## src/design/hld_pkg.sv

```systemverilog
package hld_pkg;

    localparam int SQRT_STEPS = 32;
    localparam int DIV_STEPS  = 31;
    localparam int SLOPE_BITS = 17;

    localparam logic [15:0] DELTA_RESET = 16'd256;
    localparam logic [16:0] SLOPE_ONE   = 17'd65536;

    // payload carried down the row of cells
    typedef struct packed {
        logic [31:0] e;
        logic [15:0] d;
        logic        inlier;
        logic [33:0] rem_s;
        logic [31:0] root;
        logic [33:0] value;
        logic [31:0] div_s;
        logic [31:0] rem_sl;
        logic [16:0] q_sl;
        logic [63:0] div_c;
        logic [63:0] rem_c;
        logic [30:0] q_c;
    } pipe_t;

endpackage

```

## src/design/hld_sqrt_cell.sv

```systemverilog
module hld_sqrt_cell #(
    parameter int STEP = 0
) (
    input  logic          clk,
    input  logic          rst_n,
    input  logic          up_valid,
    input  hld_pkg::pipe_t up_data,
    output logic          up_ready,
    output logic          valid,
    output hld_pkg::pipe_t data,
    input  logic          down_ready
);
    import hld_pkg::*;

    localparam bool_has = (STEP >= 16);
    localparam int  LO  = bool_has ? 2 * (STEP - 16) : 0;

    logic        valid_reg;
    pipe_t       data_reg;
    pipe_t       data_next;
    logic [1:0]  pair;
    logic [35:0] rem_sh;
    logic [35:0] trial;

    // one result bit of the root per cell
    always_comb
    begin
        data_next = up_data;
        pair      = bool_has ? up_data.e[LO+1:LO] : 2'b00;
        rem_sh    = {up_data.rem_s, pair};
        trial     = {2'b00, up_data.root, 2'b01};
        if (rem_sh >= trial)
        begin
            data_next.rem_s = 34'(rem_sh - trial);
            data_next.root  = {up_data.root[30:0], 1'b1};
        end
        else
        begin
            data_next.rem_s = rem_sh[33:0];
            data_next.root  = {up_data.root[30:0], 1'b0};
        end
    end

    assign up_ready = !valid_reg || down_ready;

    always_ff @(posedge clk or negedge rst_n)
    begin
        if (!rst_n)
            valid_reg <= 1'b0;
        else if (up_ready)
            valid_reg <= up_valid;
    end

    always_ff @(posedge clk)
    begin
        if (up_ready)
            data_reg <= data_next;
    end

    assign valid = valid_reg;
    assign data  = data_reg;

endmodule

```

## config.mk

```make
export PLATFORM = sky130hd
export DESIGN_NAME = hld_sqrt_cell
export DESIGN_NICKNAME = d
export VERILOG_FILES = /design/src/design/hld_pkg.sv /design/src/design/hld_sqrt_cell.sv
export SDC_FILE = /design/constraint.sdc
export NUM_CORES = 1
export LEC_CHECK = 0
export ABC_AREA = 1
export BUFFER_PORTS_ARGS = -buffer_cell sky130_fd_sc_hd__buf_2
export CORE_AREA = 4 4 304 306
export DETAILED_ROUTE_END_ITERATION = 12
export DIE_AREA = 0 0 308 310
export SLEW_MARGIN = 20
export SYNTH_ARGS = -nofsm -noshare
export SYNTH_HDL_FRONTEND = slang
export SYNTH_SLANG_ARGS = --single-unit
```

## constraint.sdc

```tcl
create_clock -name clk -period 15.8 [get_ports clk]
set_clock_uncertainty 0.1 [all_clocks]
set_input_delay 3.95 -clock clk [delete_from_list [all_inputs] [get_ports clk]]
set_output_delay 3.95 -clock clk [all_outputs]
set_load 0.02 [all_outputs]
```

# Word level (Yosys, flattened, before mapping)

Cells that the tools add are included.

Word-level logic and storage cells: 19
Register bits after elaboration: 390

Add/sub/neg operators: 1
Muxes and demuxes: 1
Reductions and logical operators: 2
Magnitude comparators: 1

Operator list:

| operator         | number |
|---|---|
| $mux 66          | 1 |
| $ge 36x34->1     | 1 |
| $sub 34x34->34   | 1 |
| $logic_not 1->1  | 1 |
| $logic_or 1x1->1 | 1 |

# Logic depth before layout (Yosys ltp)

Depth in word-level cells: 2
Depth in mapped cells: 15

# Least setup slack after synthesis

OpenSTA, ideal clock, no wires.

Path kind: input to output
From: input down_ready
To: output up_ready
Path slack: -0.521 ns
Stages: 2
Data arrival time: 12.271 ns
Cell sequence: inv_1 nand2_1

Longest elaborated chain between the ends: 1

RTL lines:

| what             | RTL line            | text |
|---|---|---|
| from (decl)      | hld_sqrt_cell.sv:11 | `input logic down_ready` |
| $logic_or 1x1->1 | hld_sqrt_cell.sv:44 | `assign up_ready = !valid_reg \|\| down_ready;` |
| to (decl)        | hld_sqrt_cell.sv:8  | `output logic up_ready,` |

No other way between the ends.

# Final worst setup path

Ends and elaborated chain as after synthesis.

==> run metrics <==
Post-synth ARST share 0.257%; # hold bufs at CTS 0; first-pass GRT wire length 96,400 um; largest area contributor in the synthesized netlist edfxtp_1; syn nets 1,449; Total Negative Setup Slacks 0 ps; CTS max path bufs 3; Die ar. 95,500 sq um; worst IR drop on VDD 0.0000682 V; RSZ-0062 raised after global routing no; TritonCTS clock tree yes; Starting Density 16.5%; Max transition margin 31.2%; largest net degree at the start of global routing 79; Port Buffer Count 783; Netlist cell types 35; DRC 0; cell count after synthesis 1,023; status finished clean; Worst Setup SP down_ready; Hold Crit Class reg -> reg; max reg flops 388; max-cap viol count 0; initial DRC count 883; most common cell in the synthesized netlist edfxtp_1; share of cells above drive strength 1 47.1%; CP Class in -> out; fmax 112 MHz; GPL Wtd Cong 0.917; crit-path max FO 53; ys flop type edfxtp_1; worst endpoint required time 11,750 ps; Die Ht 310 um; global route overflow 0; register area share after synthesis 78.9%; cts bufs inserted 50; Vias/cell 3.72; top post-synthesis cells by area edfxtp_1 (79%), nand2_1 (6.7%), inv_1 (3.4%); fin. max-slew vios 0; Layout fillers 9,528; PwrDens 130 nW/um^2; netlist area before placement 14,800 sq um; share of the clock period used by the worst path 56.5%; post-detail-place hpwl 64,000 um; Worst-Margin Slew 1030 ps; initial antenna violation count 96; R2R Path Start valid; CTS sink count 389; H-tree levels 2; TritonRoute pass-1 iters 5; row count 110; Post-synth EDFFs 388; worst skew pair latency 600 ps; final setup violation count 0; crit path capture type output port; post-cts sizing count 0; Ys Warns 0; Final Net Count 2,280; post-synth top area share 78.7%; Synth Register Bits 389; IO Pins 784; Mean Syn Cell Area 14.5 sq um; Overall Global Routing Usage 15.0%; critical hold path startpoint valid; Placed Area 20,200 sq um; Startpoint Class primary input; Worst Path Arrival 4880 ps; clock-pin slew on the worst setup and hold paths 60 ps; Via Count 11,500; Post-CTS Setup Bufs 0; top post-synthesis cells by count edfxtp_1 (388), nand2_1 (264), inv_1 (136); CTS root buffer clkbuf_16; area delta synth->final 47.9%; Final ANT Viol Nets 0; final hold vios 0; total core area 89,600 sq um; wire per inst 24.4 um; Die W 308 um; WL final 75,600 um; vias in the first global route 11,400; final non-filler cell area 21,900 sq um; Lkg Pwr 9.93 nW; crit path time final 8930 ps
==> routing by layer <==
metal | global-route usage, % | vias up | routed length (um)
met5 | 0 | - | 288
met4 | 3.61 | 40 | 2250
met3 | 9.84 | 215 | 11100
met2 | 25.9 | 624 | 36600
met1 | 14.9 | 5394 | 25400
li1 | - | 5244 | -
==> layout make-up <==
cell class / count / area, sq um / area share (%)
antenna: 22 / 55.1 / 0.251
clock buffer: 62 / 1320 / 6.02
clock inverter: 31 / 350 / 1.60
inverter: 139 / 522 / 2.38
multi-input combinational: 485 / 2540 / 11.6
sequential: 389 / 11700 / 53.3
tap: 1176 / 1470 / 6.72
timing repair buffer: 789 / 3960 / 18.1
==> where the power goes <==
| part | internal [mW] | leakage (nW) | total [mW] | switching (mW) |
|---|---|---|---|---|
| registers | 1.24 | 3.91 | 1.26 | 0.0239 |
| clock network | 0.695 | 0.801 | 1.17 | 0.473 |
| logic | 0.126 | 5.22 | 0.421 | 0.295 |
==> final timing paths <==
check                       endpoint  slack (ps)  cells past startpoint
min reg2reg                data[266]        1080                      1
max                         up_ready        6870                      4
min in group asynchronous      valid        3010                      1
min                        data[266]        1080                      1
max in group asynchronous      valid       12500                      1
max reg2reg                data[346]       11960                      4
==> per-stage QoR <==
| stage | cells | hold slack (ps) | setup WS [ps] | utilization, % | total power, mW |
|---|---|---|---|---|---|
| final | 3093 | 1080 | 6870 | 24.4 | 2.85 |
| after global routing | 3076 | 1120 | 6820 | 24.4 | 2.98 |
| after CTS | 3071 | 1080 | 6870 | 24.4 | 2.91 |
| after detailed placement | 2978 | 1100 | 6860 | 22.5 | 1.71 |
| after global placement | 2978 | 1080 | 6850 | 22.5 | 1.70 |
| after floorplan | 1023 | 3550 | 3120 | - | 1.51 |
==> critical path, stage by stage <==
cell     delay, ps
buf_2          100
inv_1          130
nand2_8        300
buf_2          310
==> layout by cell type, fill, tap and decap left out, types with 18 or more instances in the layout <==
| master | instances |
|---|---|
| a21oi_1 | 18 |
| buf_2 | 783 |
| clkbuf_16 | 51 |
| diode_2 | 22 |
| edfxtp_1 | 388 |
| ha_1 | 32 |
| inv_1 | 136 |
| nand2_1 | 263 |
| nand3_1 | 59 |
| nor2_1 | 38 |
==> logic make-up after synthesis <==
logic type | count (synthesis) | synth area share, %
AOI/OAI and AO/OA | 24 | 0.938
xor gates and xnor gates | 15 | 0.887
adders and majority gates | 33 | 2.84
buffers and inverters | 149 | 4.06
DFF | 389 | 78.9
and+or+nand+nor | 413 | 12.4
Note: power is estimated with default switching activity, not from simulation.
