## src/design/hld_pkg.sv

```systemverilog
package hld_pkg;

    localparam int SQRT_STEPS = 32;
    localparam int DIV_STEPS  = 31;
    localparam int SLOPE_BITS = 17;

    localparam logic [15:0] DELTA_RESET = 16'd256;
    localparam logic [16:0] SLOPE_ONE   = 17'd65536;

    // payload carried down the row of cells
    typedef struct packed {
        logic [31:0] e;
        logic [15:0] d;
        logic        inlier;
        logic [33:0] rem_s;
        logic [31:0] root;
        logic [33:0] value;
        logic [31:0] div_s;
        logic [31:0] rem_sl;
        logic [16:0] q_sl;
        logic [63:0] div_c;
        logic [63:0] rem_c;
        logic [30:0] q_c;
    } pipe_t;

endpackage

```

## src/design/hld_div_cell.sv

```systemverilog
module hld_div_cell #(
    parameter int STEP = 0
) (
    input  logic          clk,
    input  logic          rst_n,
    input  logic          up_valid,
    input  hld_pkg::pipe_t up_data,
    output logic          up_ready,
    output logic          valid,
    output hld_pkg::pipe_t data,
    input  logic          down_ready
);
    import hld_pkg::*;

    localparam bit SLOPE_ON = (STEP < SLOPE_BITS);

    logic        valid_reg;
    pipe_t       data_reg;
    pipe_t       data_next;
    logic [32:0] sh_sl;
    logic [64:0] sh_c;

    // one quotient bit per lane, slope only when STEP < SLOPE_BITS; the dividends have only zeros below
    always_comb
    begin
        data_next = up_data;
        sh_c      = {up_data.rem_c, 1'b0};
        if (sh_c >= {1'b0, up_data.div_c})
        begin
            data_next.rem_c = 64'(sh_c - {1'b0, up_data.div_c});
            data_next.q_c   = {up_data.q_c[29:0], 1'b1};
        end
        else
        begin
            data_next.rem_c = sh_c[63:0];
            data_next.q_c   = {up_data.q_c[29:0], 1'b0};
        end
        sh_sl = {up_data.rem_sl, 1'b0};
        if (SLOPE_ON)
        begin
            if (sh_sl >= {1'b0, up_data.div_s})
            begin
                data_next.rem_sl = 32'(sh_sl - {1'b0, up_data.div_s});
                data_next.q_sl   = {up_data.q_sl[15:0], 1'b1};
            end
            else
            begin
                data_next.rem_sl = sh_sl[31:0];
                data_next.q_sl   = {up_data.q_sl[15:0], 1'b0};
            end
        end
    end

    assign up_ready = !valid_reg || down_ready;

    always_ff @(posedge clk or negedge rst_n)
    begin
        if (!rst_n)
            valid_reg <= 1'b0;
        else if (up_ready)
            valid_reg <= up_valid;
    end

    always_ff @(posedge clk)
    begin
        if (up_ready)
            data_reg <= data_next;
    end

    assign valid = valid_reg;
    assign data  = data_reg;

endmodule

```

## config.mk

```make
export PLATFORM = sky130hd
export DESIGN_NAME = hld_div_cell
export DESIGN_NICKNAME = d
export VERILOG_FILES = /design/src/design/hld_pkg.sv /design/src/design/hld_div_cell.sv
export SDC_FILE = /design/constraint.sdc
export NUM_CORES = 1
export LEC_CHECK = 0
export ABC_AREA = 1
export BUFFER_PORTS_ARGS = -buffer_cell sky130_fd_sc_hd__buf_2
export CAP_MARGIN = 25
export CELL_PAD_IN_SITES_DETAIL_PLACEMENT = 0
export CELL_PAD_IN_SITES_GLOBAL_PLACEMENT = 1
export CORE_AREA = 2 2 305 307
export DETAILED_ROUTE_END_ITERATION = 10
export DIE_AREA = 0 0 307 309
export PLACE_DENSITY_LB_ADDON = 0.1
export SYNTH_ARGS = -nofsm -noshare
export SYNTH_HDL_FRONTEND = slang
export SYNTH_SLANG_ARGS = --single-unit
```

## constraint.sdc

```tcl
create_clock -name clk -period 12.9 [get_ports clk]
set_clock_uncertainty 0.2 [all_clocks]
set_input_delay 0.645 -clock clk [delete_from_list [all_inputs] [get_ports clk]]
set_output_delay 0.645 -clock clk [all_outputs]
set_load 0.1 [all_outputs]
```

[Word level (Yosys, flattened, before mapping)]
Cells that the tools add are included.
Word-level totals
  flip-flop bits (word level): 390
  bits in latches: 0
  bits in writable memories: 0
  ROM bits: 0
  memories kept: 0
Cells by class
  add/subtract/negate cells: 2
  multipliers: 0
  div/mod/pow operators: 0
  order comparisons: 2
  equal/unequal tests: 0
  shift-type cells: 0
  muxes and demuxes: 2
  bitwise operators: 0
  reduce and logical (&&, ||, !) cells: 2
Operators by type and width (count)
  95-bit 2-to-1 mux: 1
  65-bit by 64-bit greater-or-equal comparator with 1-bit output: 1
  64-bit subtractor: 1
  49-bit 2-to-1 mux: 1
  33-bit by 32-bit greater-or-equal comparator with 1-bit output: 1
  32-bit subtractor: 1
  1-bit logical NOT: 1
  1-bit logical OR: 1

[Logic depth before layout (Yosys ltp)]
Gate-level depths: netlist of run 1.
  depth after elaboration: 2
  gate-level depth with buffers: 18

[Least setup slack after synthesis of run 1]
OpenSTA, ideal clock, no wires.
  path type: flip-flop to flip-flop
  from: reg valid_reg (netlist: valid)
  to: reg data_reg (netlist bit data[0]) (enable)
  data arrival time: 8.141 ns
  slack: 1.533 ns
  stages on the path, launching flop included: 2
  clock period less this slack: 11.367 ns
  path through: dfrtp_1 -> nand2_1
Between the ends
  cells in the longest elaborated chain, start to end: 2
RTL lines
  start: declaration: RTL line hld_div_cell.sv:17  | logic valid_reg;
  start signal: assignment: RTL line hld_div_cell.sv:61  | valid_reg <= up_valid;
  1-bit logical NOT: RTL line hld_div_cell.sv:54  | assign up_ready = !valid_reg || down_ready;
  1-bit logical OR: RTL line hld_div_cell.sv:54
  named net up_ready: RTL line hld_div_cell.sv:8  | output logic up_ready,
  end signal: assignment: RTL line hld_div_cell.sv:67  | data_reg <= data_next;
  end: declaration: RTL line hld_div_cell.sv:18  | pipe_t data_reg;
The timed path passes the listed nets, and every way through them passes these cells.
A chain may end at the register's enable or synchronous reset.

==> results of run 1 <==
power by group through the flow:
stage | clock network (mW) | logic (mW) | registers, mW
after global placement | 0 | 1.65 | 1.62
after floorplan | 0 | 0.375 | 2.50
after detailed placement | 0 | 1.65 | 1.62
after global routing | 1.43 | 1.79 | 1.60
after CTS | 1.40 | 1.72 | 1.60
final | 1.34 | 1.70 | 1.59
cell families (layout without fill, tap and decap cells):
logic type / count (synthesis) / in the layout / share of synthesized area [%]
other: 0 / 9 / 0
xor gates and xnor gates: 48 / 48 / 1.96
buffers and inverters: 499 / 1613 / 9.19
adders and majority gates: 98 / 98 / 5.79
DFF: 390 / 390 / 54.6
and+or+nand+nor: 1314 / 1314 / 25.4
AOI/OAI and AO/OA: 126 / 126 / 3.10
placed cells by master, fill, tap and decap left out, types with 14 or more instances in the layout:
master           n
nand2_1        958
buf_2          781
inv_1          464
edfxtp_1       389
dlygate4sd3_1  258
nor2_1         149
nand3_1        103
ha_1            96
a21oi_1         84
clkbuf_16       49
xor2_1          44
o21ai_0         25
nand3_2         22
nand3b_1        17
nor3_1          14
area by class of cell:
cell class / count / area [um^2]
sequential: 390 / 11700
multi-input combinational: 1586 / 7780
antenna: 9 / 22.5
clock buffer: 56 / 1250
fill: 9682 / 60500
inverter: 477 / 1790
clock inverter: 34 / 285
tap: 1186 / 1480
timing repair buffer: 1046 / 6570
worst max-delay path, delay by kind of cell:
family                     cells  cell delay [ns]
buffers and inverters          6             1.55
and+or+nand+nor                9             1.86
adders and majority gates      1             0.37
stage by stage:
step | std cells | setup WS (ns) | hold slack, ns
after floorplan | 2475 | 1.53 | 0.149
after global placement | 4427 | 8.34 | 0.280
after detailed placement | 4427 | 8.30 | 0.281
after CTS | 4775 | 8.55 | 0.000111
after global routing | 4778 | 8.33 | 0.0167
final | 4784 | 8.55 | 0.0463
worst paths after layout:
| path | endpoint | slack (ns) | startpoint | depth (start not counted) |
|---|---|---|---|---|
| worst max register to register | data[228] | 9.91 | valid | 3 |
| min in group asynchronous | valid | 0.20 | rst_n | 2 |
| worst min-delay path | data[119] | 0.05 | up_data[119] | 1 |
| worst min register to register | data[139] | 0.72 | valid | 1 |
| worst max-delay path | data[57] | 8.55 | up_data[152] | 16 |
| max in group asynchronous | valid | 12.15 | rst_n | 2 |
layer usage:
layer | share of wire (%) | up-vias | wire length (um)
met3 | 4.6 | 164 | 5060
li1 | - | 9992 | -
met5 | 0 | - | 0
met1 | 40 | 9345 | 44000
met4 | 2.5 | 0 | 2730
met2 | 53 | 621 | 57500
==> metrics.txt, run 1 <==
final setup violation count=0; Gate Count Post-Synth=~2,500; DIE WIDTH=307 um; CP dominant cell by count=nand2_1; top-area cell type share of the netlist area=54.5%; Clk pwr share=29.0%; status=finished, final reports clean; YS warnings=0; mapped cell area=21,400 um^2; site row count=between 100 and 150; placed cell areas=about 27,000 um^2; slowest cell delay on critical path=about 0.55 ns; Post-Route Utilization=between 30% and 40%; Synth async-reset ratio=less than 1%; Tcrit/Tclk final=between 30% and 40%; core area=91,400 um^2; sequential share of power=34.4%; grt met2 use=42.4%; Crit. End Element=flop; biggest area consumer among synthesized cells=edfxtp_1; worst path arrival time=about 4.5 ns; Synth Area per Inst=just under 9 um^2; distinct cell type count of the synthesized netlist=38; sequential area share after synthesis=between 50% and 60%; GRT Overall Usage=between 20% and 30%; Post-synth EDFFs=approximately 400; initial detailed-routing violation count=approximately 1,100; Synth Register Bits=390; Setup TNS=0 ns; GR Util met1=between 20% and 30%; largest net degree at the start of global routing=149; CTS tree=done; CP startpoint kind=input port; Final ANT Viol Nets=0; GR peak layer=met2; count leader, synth=nand2_1; largest fanout on the critical path=34; maximum VDD drop=around 0.09 mV; vias in the first global route=between 20,000 and 25,000; Starting Density=23.5%; Max Clk Rate=230 MHz; Final Critical Period=roughly 4.3 ns; clk root buf=clkbuf_16; Via density=4.21; first-pass GRT wire length=~150,000 um; initial antenna violation count=46; Residual DRC=0; Cell Int Power=between 2 and 3 mW; Nets=about 4,000; total clock buffers created by CTS=a little under 50; Comb power frac=36.6%; CP Class=in -> reg; Fin. Hold Viols=0; Worst-Margin Slew=1.01 ns; vias=around 20,000; synth top area cells=edfxtp_1 54%, nand2_1 17%, inv_1 8.1%, ha_1 5.6%, nor2_1 2.6%; P&R area growth vs syn=44.0%; WL final=approximately 110,000 um; Ports=about 780; Num Clock Sinks=approximately 400; wire per inst=roughly 23 um; cts repair resizes=0; Die Y=a little over 300 um; met3 Usage GRT=under 10%; CTS H-Tree Depth=2; max-slew violation count=0; GPL Wtd Cong=slightly above 0.9; Post-synth top flop=edfxtp_1; RSZ-0062 raised after global routing=no; postcts setup bufs=0; CP cell instances=dlygate4sd3_1, buf_2, inv_1, ha_1, nand2_1, inv_2, nand3_1, nor3_1, nand2_1, nor3_2, nand2_2, nand2_4, inv_2, buf_4, nand2_1, nand2_1; Largest register FFs=389; DPL Wire Length=93,400 um; post-layout total power=between 4 and 5 mW; drt pass-1 iters=5; required time of the critical path=13.07 ns; CP max-delay cell=nor3_1; clk buf depth=3; Clock Latency Late Sink=0.63 ns; PwrDens=about 150 nW/um^2; IO Port Bufs=between 700 and 800; leakage=15.6 nW; gr ovfl total=0; Finished Cell Area=30,900 um^2; Switching Share=roughly 43%; die area=between 90,000 and 100,000 um^2; relative slew slack=about 32%; Worst-path clk slew=0.06 ns; Hold Crit Class=in -> reg; top cells by count, synth=959 x nand2_1, 464 x inv_1, 389 x edfxtp_1, 149 x nor2_1, 103 x nand3_1; # hold bufs at CTS=258; layout cells sized above 1=between 20 and 30%; net switching power=~2 mW; Mapped Nets=2,966; # Max-Cap Violations=0
No activity file was read; power rests on OpenSTA's default activity.
==> inputs of run 2 (changes only) <==
- clock period: 12.9 -> 4.55 ns (I/O delays scaled with it)
==> run 2 against run 1 <==
Count of clock-buffer cells in the layout decreased by 1; critical endpoint is now data[38]; total power grew to 2.9 times the previous value; sequential cell count did not move; critical path type unchanged.
==> metrics.txt, run 2 (synthesized netlist as in run 1, its figures left out) <==
postcts setup bufs=0 (unchanged); required time of the critical path=4.72 ns (-8.35 ns); Num Clock Sinks=390 (unchanged); Starting Density=23.5% (unchanged); Clock Latency Late Sink=0.61 ns (-0.02 ns); CTS tree=done; CP bufs+invs=5 (-1); leakage=16.3 nW (+4.4%); IO Port Bufs=781 (unchanged); vias in the first global route=21,500 (+4.6%); slowest cell delay on critical path=0.55 ns (about the same); met3 Usage GRT=3.73% (+0.40 points); Final ANT Viol Nets=0 (unchanged); drt pass-1 iters=5 (unchanged); clk buf depth=3 (unchanged); GRT Overall Usage=22.6% (+0.17 points); first-pass GRT wire length=154,000 um (+2.0%); Crit. End Element=flop; grt met2 use=42.3% (-0.12 points); # Max-Cap Violations=0 (unchanged); total clock buffers created by CTS=50 (+2.0%); Worst-path clk slew=0.05 ns (about the same); vias=20,600 (+2.6%); Final Critical Period=between 3 and 4 ns; worst path arrival time=3.63 ns (-0.89 ns); Top delay family on crit path=simple AND/OR/NAND/NOR gates; Setup TNS=0 ns (unchanged); Max Clk Rate=about 290 MHz; site row count=111 (unchanged); Hold Crit Class=in -> reg; layout cells sized above 1=25.1% (-0.69 points); GR Util met1=26.4% (+0.28 points); CP max-delay cell=dlygate4sd3_1; DPL Wire Length=93,400 um (about the same); placed cell areas=26,800 um^2 (+0.29%); Finished Cell Area=32,500 um^2 (+5.1%); Fillers=9,705 (+0.24%); CP dominant cell by count=nand2_1; most common cell after layout, fill and taps aside=nand2_1; Via density=4.20 (-0.20%); DIE WIDTH=307 um (unchanged); largest fanout on the critical path=39 (+15%); Worst-Margin Slew=0.660 ns (-0.355 ns); most frequent cells in the layout=958 x nand2_1, 781 x buf_2, 464 x inv_1, 389 x edfxtp_1, 388 x dlygate4sd3_1; Post-Route Utilization=35.5% (+1.7 points); CP startpoint kind=input port; Nets=4,176 (+3.3%); largest net degree at the start of global routing=83 (-44%); Fin. Hold Viols=0 (unchanged); WL final=110,000 um (+0.61%); core area=91,400 um^2 (unchanged); gr ovfl total=0 (unchanged); initial antenna violation count=38 (-17%); CP Class=in -> reg; Die Y=309 um (unchanged); PwrDens=420 nW/um^2 (+180%); multi-input logic area=7790 um^2 (+0.11%); P&R area growth vs syn=51.3%; maximum VDD drop=0.294 mV (+230%); max-slew violation count=0 (unchanged); CP cell instances=dlygate4sd3_1, buf_2, ha_1, nand2_1, nor2_1, inv_1, nor3_1, nand3_1, nand3_1, nor2_1, nand2_4, inv_2, buf_12, nand2_1, nand2_1; Largest register FFs=389 (unchanged); FF+latch area=11,700 um^2 (unchanged); relative slew slack=56.0% (+24 points); initial detailed-routing violation count=1,164 (+2.3%); RSZ-0062 raised after global routing=no; wire per inst=22.3 um (-2.2%); GR peak layer=met2; status=finished, final reports clean; Residual DRC=0 (unchanged); CTS H-Tree Depth=2 (unchanged); final setup violation count=0 (unchanged); GPL Wtd Cong=0.949 (+3.0%); clk root buf=clkbuf_16; R2R setup slack=2.38 ns (-7.53 ns); die area=94,900 um^2 (unchanged); Ports=784 (unchanged); Tcrit/Tclk final=between 70% and 80%
## run 2: cell types whose count changed in the layout (fill, tap and decap cells not counted), sizes merged
| cell | change |
|---|---|
| diode | -3 |
| dlygate4sd3 | +130 |
| buf | +4 |
| inv | -3 |
| clkbuf | -1 |
| bufinv | +5 |
| clkinv | +8 |
| clkinvlp | -5 |
## run 2: repair_timing
item,CTS,global route
hold buffers,388,0
endpoints found under the hold margin,389,0
resized for setup,0,0
## run 2: area by class of cell
cell class | instances | share of cell area [%]
timing repair buffer | 1180 | 24.5
tap | 1186 | 4.57
clock inverter | 39 | 1.42
multi-input combinational | 1586 | 24.0
antenna | 6 | 0.0463
sequential | 390 | 36.1
clock buffer | 55 | 3.91
inverter | 477 | 5.52
## run 2: worst paths after layout
path                        startpoint        end  depth (start not counted)
max                        up_data[88]   data[38]                         15
min                        up_data[11]   data[12]                          2
max reg2reg                      valid  data[115]                          2
min reg2reg                      valid  data[122]                          1
max in group asynchronous        rst_n      valid                          3
min in group asynchronous        rst_n      valid                          3
## run 2: power breakdown
| group | leakage [nW] | total (mW) | switching (mW) | internal, mW |
|---|---|---|---|---|
| registers | 3.94 | 4.52 | 0.130 | 4.39 |
| clock network | 0.844 | 4.20 | 1.72 | 2.49 |
| logic | 11.5 | 4.93 | 3.93 | 0.991 |
## run 2: metrics by stage
| step | setup WS (ns) | instances | hold slack [ns] | power, mW |
|---|---|---|---|---|
| floorplan | 1.11 | 2475 | -0.268 | 8.07 |
| global placement | 0.958 | 4431 | -0.193 | 9.27 |
| detailed placement | 0.939 | 4431 | -0.193 | 9.27 |
| CTS | 1.08 | 4913 | 0.0181 | 13.9 |
| global route | 0.802 | 4917 | 0.0377 | 14.2 |
| finish | 1.09 | 4919 | 0.0731 | 13.6 |
## run 2: per-layer routing
layer	wire length [um]	vias up	part of all wire, %
met1	44500	9684	40
met4	2790	2	2.5
li1	-	10200	-
met5	12	-	0.011
met2	57400	588	52
met3	5240	133	4.8
==> inputs of run 3 (changes only) <==
- clock period: 4.55 -> 3.2 ns (I/O delays scaled with it)
==> run 3 against run 2 <==
Register-to-register slack worse by 1.2 ns; via count is 2.4% higher; design area increased by 2.9%; hold slack got worse by 0.030 ns; clock power is 25% higher; non-clock buffer count up 119; sequential power grew 42%; critical path depth shrank 2.
==> metrics.txt, run 3 (synthesized netlist as in run 1, its figures left out) <==
first-pass GRT wire length=150,000 um (-2.5%); status=finished, final reports clean; most frequent cells in the layout=958 x nand2_1, 781 x buf_2, 476 x dlygate4sd3_1, 464 x inv_1, 389 x edfxtp_1; required time of the critical path=3.36 ns (-1.36 ns); Final Non-Filler Cells=5,025 (+2.2%); max-slew violation count=0 (unchanged); gr ovfl total=0 (unchanged); leakage=16.7 nW (+2.5%); vias in the first global route=21,800 (+1.4%); reg2reg start=valid; total clock buffers created by CTS=48 (-4.0%); drt pass-1 iters=5 (unchanged); postcts setup bufs=0 (unchanged); CP endpoint=data[85]; CTS H-Tree Depth=2 (unchanged); clk root buf=clkbuf_16; CTS tree=done; GRT Overall Usage=21.9% (-0.71 points); final setup violation count=0 (unchanged); Crit. End Element=flop; Via density=4.21 (+0.27%); placed cell areas=27,100 um^2 (+1.2%); worst path arrival time=2.96 ns (-0.67 ns); RR Endpoint=data[69]; DIE WIDTH=307 um (unchanged); crit path from=up_data[126]; initial detailed-routing violation count=1,350 (+16%); die area=94,900 um^2 (unchanged); Finished Cell Area=33,400 um^2 (+2.9%); largest fanout on the critical path=4 (-90%); initial antenna violation count=36 (-5.3%); worst slack at placement=0.331 ns (-0.607 ns); cts repair resizes=0 (unchanged); PwrDens=562 nW/um^2 (+34%); RSZ-0062 raised after global routing=no; wire per inst=21.3 um (-4.6%); largest net degree at the start of global routing=71 (-14%); Final ANT Viol Nets=0 (unchanged); Fin. Hold Viols=0 (unchanged); Worst-Margin Slew=0.616 ns (-0.0433 ns); Setup TNS=0 ns (unchanged); # Max-Cap Violations=0 (unchanged); Worst-path clk slew=0.06 ns (about the same); Max Clk Rate=358 MHz; Num Clock Sinks=390 (unchanged); Nets=4,293 (+2.8%); site row count=111 (unchanged); vias=21,200 (+2.4%); Die Y=309 um (unchanged); DPL Wire Length=90,600 um (-3.0%); core area=91,400 um^2 (unchanged); R2R setup slack=1.16 ns (-1.22 ns); # hold bufs at CTS=476 (+23%); CP Class=in -> reg; cells on worst reg2reg path=3 (+1); Final Critical Period=around 2.8 ns; Ports=784 (unchanged); Residual DRC=0 (unchanged); layout cells sized above 1=24.7% (-0.35 points); most common cell after layout, fill and taps aside=nand2_1; Clock Latency Late Sink=0.65 ns (+0.04 ns); Hold Crit Class=in -> reg; Starting Density=23.5% (unchanged); WL final=107,000 um (-2.5%); IO Port Bufs=781 (unchanged); Largest register FFs=389 (unchanged); setup ws final=0.404 ns (-0.684 ns); placed instance count=4,462 (+0.70%); clk buf depth=3 (unchanged); P&R area growth vs syn=55.7%; GPL Wtd Cong=1.05 (+11%); relative slew slack=59.2% (+3.2 points); Tcrit/Tclk final=between 80% and 90%; CP startpoint kind=input port; maximum VDD drop=0.423 mV (+44%); post-layout total power=18.8 mW (+38%)
run 3: through the flow:
step,hold slack (ns),util (%)
6_report,0.0432,36.5
5_1_grt,0.0197,36.5
4_1_cts,0.000208,36.5
3_5_place_dp,-0.260,29.7
3_3_place_gp,-0.262,29.7
2_1_floorplan,-0.336,-
run 3: worst min-delay path by stage:
| stage | start | endpoint | slack [ns] | depth (start not counted) |
|---|---|---|---|---|
| finish | up_data[277] | data[277] | 0.04 | 2 |
| floorplan | rst_n | valid | -0.34 | 0 |
| detailed placement | rst_n | valid | -0.26 | 1 |
| global placement | rst_n | valid | -0.26 | 1 |
| CTS | up_data[304] | data[304] | 0.0002 | 2 |
| global route | up_data[255] | data[255] | 0.02 | 2 |
run 3: layout make-up:
cell class / instances / area (um^2)
antenna: 6 / 15.0
clock buffer: 59 / 1240
clock inverter: 22 / 231
fill: 9694 / 58000
inverter: 477 / 1790
multi-input combinational: 1586 / 7790
sequential: 390 / 11700
tap: 1186 / 1480
timing repair buffer: 1299 / 9130
run 3: where the power goes:
group          switching, mW  internal (mW)
clock network           2.31           2.93
registers              0.184           6.23
logic                   5.59           1.53
run 3: metal layers:
metal | track usage, % | vias up | wire [um]
met4 | 4.24 | 4 | 1970
met5 | 0 | - | 34
met1 | 25.9 | 9906 | 44000
met2 | 41.4 | 629 | 56100
li1 | - | 10500 | -
met3 | 3.55 | 133 | 5070
run 3: worst max-delay path: stages:
cell and delay (ns):
dlygate4sd3_1 0.55, buf_2 0.16, inv_1 0.12, ha_1 0.40, nand2_1 0.13, nor2_1 0.38
nand2_1 0.18, nor2_1 0.38, nand3_1 0.16, nand2_1 0.11, nand2_1 0.06, nand3_2 0.08
nand2_1 0.06
